## config.mk

```make
export PLATFORM = sky130hd
export DESIGN_NAME = smec_ctrl
export DESIGN_NICKNAME = d
export VERILOG_FILES = /design/src/hdl/smec_pkg.sv /design/src/hdl/smec_ctrl.sv
export SDC_FILE = /design/constraint.sdc
export NUM_CORES = 1
export LEC_CHECK = 0
export BUFFER_PORTS_ARGS = -buffer_cell sky130_fd_sc_hd__buf_2
export CAP_MARGIN = 20
export CORE_AREA = 2 2 39 41
export CTS_CLUSTER_DIAMETER = 100
export CTS_CLUSTER_SIZE = 28
export DETAILED_ROUTE_END_ITERATION = 10
export DIE_AREA = 0 0 41 43
export PLACE_DENSITY_LB_ADDON = 0.08
export SLEW_MARGIN = 20
export SYNTH_ARGS = -nofsm -noshare
export SYNTH_HDL_FRONTEND = slang
export SYNTH_SLANG_ARGS = --single-unit
```

## constraint.sdc

```tcl
create_clock -name clk_i -period 1.2 [get_ports clk_i]
set_input_delay 0.12 -clock clk_i [delete_from_list [all_inputs] [get_ports clk_i]]
set_output_delay 0.12 -clock clk_i [all_outputs]
set_load 0.05 [all_outputs]
```

## src/hdl/smec_pkg.sv

```systemverilog
// Shared constants, codes and types of the stack machine execute core.
package smec_pkg;

  localparam int unsigned StackDepth = 256;
  localparam int unsigned AddrW      = 8;
  localparam int unsigned SpW        = 9;
  localparam int unsigned WordW      = 64;
  localparam int unsigned PtrW       = 32;
  localparam int unsigned MulChunk   = 16;
  localparam int unsigned CntW       = 6;

  typedef enum logic [4:0] {
    OP_ADD   = 5'd0,
    OP_SUB   = 5'd1,
    OP_MUL   = 5'd2,
    OP_DIV   = 5'd3,
    OP_MOD   = 5'd4,
    OP_SHL   = 5'd5,
    OP_SHR   = 5'd6,
    OP_CMP   = 5'd7,
    OP_SKIPZ = 5'd8,
    OP_IP    = 5'd9,
    OP_FP    = 5'd10,
    OP_JUMP  = 5'd11,
    OP_PUSH  = 5'd12,
    OP_PUSHW = 5'd13,
    OP_DUP   = 5'd14,
    OP_POP   = 5'd15,
    OP_SWAP  = 5'd16,
    OP_ENTER = 5'd17,
    OP_LEAVE = 5'd18,
    OP_IN    = 5'd19,
    OP_OUT   = 5'd20,
    OP_ALLOC = 5'd21,
    OP_LOAD  = 5'd22,
    OP_STORE = 5'd23,
    OP_NCALL = 5'd24,
    OP_NOP   = 5'd25
  } op_e;

  typedef enum logic [2:0] {
    ERR_OK          = 3'd0,
    ERR_UNDERFLOW   = 3'd1,
    ERR_OVERFLOW    = 3'd2,
    ERR_DIV_ZERO    = 3'd3,
    ERR_UNSUPPORTED = 3'd4
  } err_e;

  typedef enum logic [1:0] {
    MDU_MUL = 2'd0,
    MDU_DIV = 2'd1,
    MDU_MOD = 2'd2
  } mdu_op_e;

  typedef struct packed {
    logic accept;
    logic exec;
    logic commit_mdu;
    logic wr2;
  } cmd_t;

  typedef struct packed {
    logic pre_stop;
    logic need_mdu;
    logic need_wr2;
    logic mdu_done;
  } sts_t;

  function automatic logic [1:0] op_need(logic [4:0] op);
    logic [1:0] n;
    n = 2'd0;
    case (op)
      OP_ADD, OP_SUB, OP_MUL, OP_DIV, OP_MOD, OP_SHL, OP_SHR, OP_CMP,
      OP_SWAP, OP_LEAVE:                          n = 2'd2;
      OP_SKIPZ, OP_JUMP, OP_DUP, OP_POP, OP_OUT:  n = 2'd1;
      default:                                    n = 2'd0;
    endcase
    return n;
  endfunction

  function automatic logic [1:0] op_grow(logic [4:0] op);
    logic [1:0] g;
    g = 2'd0;
    case (op)
      OP_IP, OP_FP, OP_PUSH, OP_PUSHW, OP_DUP, OP_IN: g = 2'd1;
      OP_ENTER:                                       g = 2'd2;
      default:                                        g = 2'd0;
    endcase
    return g;
  endfunction

endpackage

```

## src/hdl/smec_ctrl.sv

```systemverilog
// Sequencing state machine of the stack machine execute core.
module smec_ctrl (
  input  logic            clk_i,
  input  logic            rst_ni,
  input  logic            in_valid_i,
  output logic            in_ready_o,
  output logic            out_valid_o,
  input  logic            out_ready_i,
  input  smec_pkg::sts_t  sts_i,
  output smec_pkg::cmd_t  cmd_o
);

  typedef enum logic [2:0] {
    S_IDLE,
    S_EXEC,
    S_WAIT,
    S_WR2,
    S_OUT
  } state_e;

  state_e state_q;
  logic   out_vld_q;

  assign in_ready_o       = (state_q == S_IDLE);
  assign out_valid_o      = out_vld_q;
  assign cmd_o.accept     = (state_q == S_IDLE) && in_valid_i;
  assign cmd_o.exec       = (state_q == S_EXEC);
  assign cmd_o.commit_mdu = (state_q == S_WAIT) && sts_i.mdu_done;
  assign cmd_o.wr2        = (state_q == S_WR2);

  always_ff @(posedge clk_i or negedge rst_ni) begin
    if (!rst_ni) begin
      state_q   <= S_IDLE;
      out_vld_q <= 1'b0;
    end else begin
      unique case (state_q)
        S_IDLE: begin
          if (in_valid_i) begin
            if (sts_i.pre_stop) begin
              state_q   <= S_OUT;
              out_vld_q <= 1'b1;
            end else begin
              state_q <= S_EXEC;
            end
          end
        end
        S_EXEC: begin
          priority if (sts_i.need_mdu) begin
            state_q <= S_WAIT;
          end else if (sts_i.need_wr2) begin
            state_q <= S_WR2;
          end else begin
            state_q   <= S_OUT;
            out_vld_q <= 1'b1;
          end
        end
        S_WAIT: begin
          if (sts_i.mdu_done) begin
            state_q   <= S_OUT;
            out_vld_q <= 1'b1;
          end
        end
        S_WR2: begin
          state_q   <= S_OUT;
          out_vld_q <= 1'b1;
        end
        S_OUT: begin
          if (out_ready_i) begin
            state_q   <= S_IDLE;
            out_vld_q <= 1'b0;
          end
        end
        default: begin
          state_q   <= S_IDLE;
          out_vld_q <= 1'b0;
        end
      endcase
    end
  end

endmodule

```

=== After elaboration in Yosys (flattened, before gate mapping) ===
Cells that the tools add are included.

* Equal/unequal tests: 10
* Muxes and demuxes: 14
* Reductions and logical operators: 5

{| class="wikitable"
|+ Operators with widths
! kind !! count
|-
| two-way mux 3 bit || 6
|-
| case mux 3 bit (5 select lines) || 1
|-
| inequality test 2 bit (second input constant) || 5
|-
| == test 3 x 2 -> 1 bit (second input constant) || 2
|-
| two-way mux 1 bit || 6
|-
| AND reduction 6 bit || 1
|-
| case mux 1 bit (5 select lines) || 1
|-
| == test 3 x 1 -> 1 bit (second input constant) || 1
|-
| == test 3 bit (second input constant) || 1
|-
| logical NOT 3 bit || 1
|-
| AND reduction 3 bit || 1
|-
| logical AND 1 bit || 2
|-
| inequality test 2 x 1 -> 1 bit (second input constant) || 1
|}

* Bits in registers: 4
* Input port bits: 8
* Output and inout port bits: 6
* Word-level logic and storage cells: 31

=== Longest topological paths before layout ===
* Word-level depth: 3
* Gate-level depth with buffers: 4
* Gate-level depth less buffers: 3

=== Worst setup path before layout ===
No wires, ideal clock.

* Path kind: reg2out
* From: register state_q[0]
* To: output cmd_o[3] in the netlist's numbering
* Arrival: 2209 ps
* Data required time: 1080 ps
* Path slack: -1129 ps
* Stages on the path, launching flop included: 4
* Path buffers: 1
* Path through: dfrtp_1 clkbuf_1 nor3_1 and2_1

{| class="wikitable"
|+ RTL lines
! element !! RTL line !! source
|-
| from (decl) || smec_ctrl.sv:21 || <nowiki>state_e state_q;</nowiki>
|-
| from (signal assigned) || smec_ctrl.sv:33 || <nowiki>state_q <= S_IDLE;</nowiki>
|-
| from (signal assigned) || smec_ctrl.sv:40 || <nowiki>state_q <= S_OUT;</nowiki>
|-
| from (signal assigned) || smec_ctrl.sv:43 || <nowiki>state_q <= S_EXEC;</nowiki>
|-
| to (decl) || smec_ctrl.sv:10 || <nowiki>output smec_pkg::cmd_t cmd_o</nowiki>
|}

==> impl_metrics.json <==
{
  "leakage_uw": 0.000264,
  "die_h_um": 43,
  "period_needed_ns": 1.37,
  "finalHoldViolations": 0,
  "gp_congestion": 0.740,
  "status": "complete, but fails checks",
  "syn-cell-area_um2": 253,
  "clk_latency_ns": 0.23,
  "setup_slack_ns": -0.174,
  "tritoncts": "yes",
  "finalClockSkew_ns": 0.000939,
  "hp-class": "in2reg",
  "switchingPower_uw": 674,
  "grt_use_total_pct": 12.2,
  "antenna_found_initial": 0,
  "drt_iter0_markers": 0,
  "ys_types": 20,
  "grt_overflow": 0,
  "drt_pre_antenna_iters": 1,
  "period_share_pct": 114,
  "drive_above_1_share_pct": 76.8,
  "grt_pass1_vias": 354,
  "dieArea_um2": 1760,
  "finalSetupViolations": 8,
  "critPathCaptureType": "output port",
  "die_w_um": 41,
  "drv_slew": 0,
  "detail-route-antenna-nets": 0,
  "antenna_cells": 0,
  "fin_nets": 66,
  "ioPinCount": 14,
  "p_int_uw": 848,
  "max-slew-margin-rel_pct": 74.1,
  "path_max_fanout": 4,
  "dp_hpwl_um": 638,
  "worstPathRequired_ns": 1.08,
  "start_util_pct": 18.3,
  "clock_path_buffers": 2,
  "crit_type": "reg2out",
  "drt-wirelength-per-cell_um": 12.8,
  "maxCapViolations": 0,
  "syn_nets": 36,
  "pwr-share-clk_pct": 10.5,
  "rows": 14,
  "syn-instance-count": 28,
  "grt_pass1_wl_um": 1410,
  "core_area_um2": 1380,
  "grt_max_degree": 6,
  "vias_per_cell": 4.46,
  "final_util_pct": 42.6,
  "power_density_nw_per_um2": 2580,
  "ctsRootBufferMaster": "clkbuf_4",
  "fmax_ghz": 0.728,
  "worstMarginPinSlew_ns": 0.387,
  "yosysWarningCount": 0,
  "clk_pin_slew_ns": 0.04,
  "routed_wl_um": 922,
  "rsz0062_at_grt": "yes",
  "arrival_ns": 1.25,
  "cts_buffers": 3,
  "vias": 321,
  "htreeDepth": 1,
  "cp-start-kind": "flop",
  "fill_cells": 143,
  "failed_checks": "negative setup slack",
  "pre_cts_slack_ns": -0.0296,
  "ys_seq_area_share_pct": 39.6,
  "ys_ff_latch": 4,
  "sw_frac_of_total_pct": 44.3,
  "p_comb_share_pct": 71.8,
  "syn-mean-instance-area_um2": 9.03,
  "ir_worst_vdd_v": 0.00123,
  "port_buffers": 13,
  "area_growth_pct": 133,
  "p_seq_share_pct": 17.7,
  "drc": 0,
  "clock_sink_count": 4
}
-- through the flow --
step	total power, µW	hold WS, ns	std cells	instance area [µm²]	TNS [ns]
finish	1520	0.154	72	589	-1.03
global route	1620	0.180	72	589	-1.44
CTS	1460	0.153	70	553	-0.693
detailed placement	982	-0.0701	61	400	-0.0588
global placement	971	-0.0711	61	400	-0.0357
floorplan	778	-0.176	28	292	-0.396
-- synth_stat cells, drive strengths merged --
cell type	number	share of area, %
or3	1	4.5
dfrtp	4	40
nand2	1	1.5
a32oi	1	3.5
o32ai	1	3.5
o211ai	1	3.0
o21ai	3	5.9
and3	2	5.9
mux2	1	4.5
clkbuf	1	1.5
and2	1	2.5
inv	3	4.5
nor3b	1	3.0
nor3	3	5.9
nor2b	1	2.5
nor4b	1	3.5
a21oi	1	3.5
nor2	1	1.5
-- per-layer routing --
layer	global-route usage (%)	wire length [µm]
met1	12.7	353
met2	20.9	543
met3	1.57	26
met4	8.00	0
met5	0	0
-- repair_timing --
item,4_1_cts,5_1_grt
pin swaps,6,3
setup buffers,5,2
hold buffers,1,0
endpoints found under the hold margin,4,0
endpoints found under the setup margin,7,9
gates resized for setup,23,6
-- power by group through the flow --
stage | clock network, µW | logic, µW | registers, µW
6_report | 160 | 1090 | 269
5_1_grt | 184 | 1160 | 280
4_1_cts | 166 | 1030 | 266
3_5_place_dp | 0 | 721 | 261
3_3_place_gp | 0 | 712 | 260
2_1_floorplan | 0 | 452 | 326
-- cells in the final DEF (no fill, tap or decap), types with 2 or more instances in the layout --
master,instances
dfrtp_2,3
and3_4,2
buf_2,8
buf_6,6
clkbuf_4,3
buf_8,4
inv_2,2
buf_4,7
o21ai_1,2
-- critical path: stages (launching register included) --
cell     delay [ns]
dfrtp_2        0.43
buf_6          0.13
nor3_4         0.17
and2_4         0.17
buf_8          0.13
-- registers in the layout, summed over array words and instances (netlist names) --
name         flops
state_q          3
out_valid_o      1
-- path summary, 6_finish.rpt --
| kind | start | to | slack (ns) | cells past startpoint |
|---|---|---|---|---|
| hold reg to reg | out_valid_o$_DFFE_PN0P_ | out_valid_o$_DFFE_PN0P_ | 0.53 | 2 |
| setup / recovery | state_q[1]$_DFFE_PN0P_ | cmd_o[3] | -0.17 | 4 |
| min in group asynchronous | rst_ni | state_q[1]$_DFFE_PN0P_ | 0.22 | 2 |
| max in group asynchronous | rst_ni | state_q[2]$_DFFE_PN0P_ | 0.85 | 2 |
| hold / removal | out_ready_i | state_q[2]$_DFFE_PN0P_ | 0.15 | 4 |
| setup reg to reg | state_q[1]$_DFFE_PN0P_ | state_q[0]$_DFFE_PN0P_ | -0.15 | 5 |
-- cell families (layout without fill, tap and decap cells) --
| group | after synthesis | in the layout | share of synthesized area [%] |
|---|---|---|---|
| AO/OA/AOI/OAI | 7 | 7 | 19.3 |
| flip-flops | 4 | 4 | 39.6 |
| multiplexers | 1 | 1 | 4.46 |
| buffers and inverters | 4 | 32 | 5.94 |
| AND/OR/NAND/NOR | 12 | 12 | 30.7 |
-- final cells by class --
class	count	area, µm²	area share [%]
clock buffers	3	22.5	3.82
multi-input cells	20	201	34.2
flip-flops and latches	4	104	17.6
inverters	3	11.3	1.91
well taps	16	20.0	3.40
repair buffers	26	230	39.1
No activity file was read; power rests on OpenSTA's default activity.
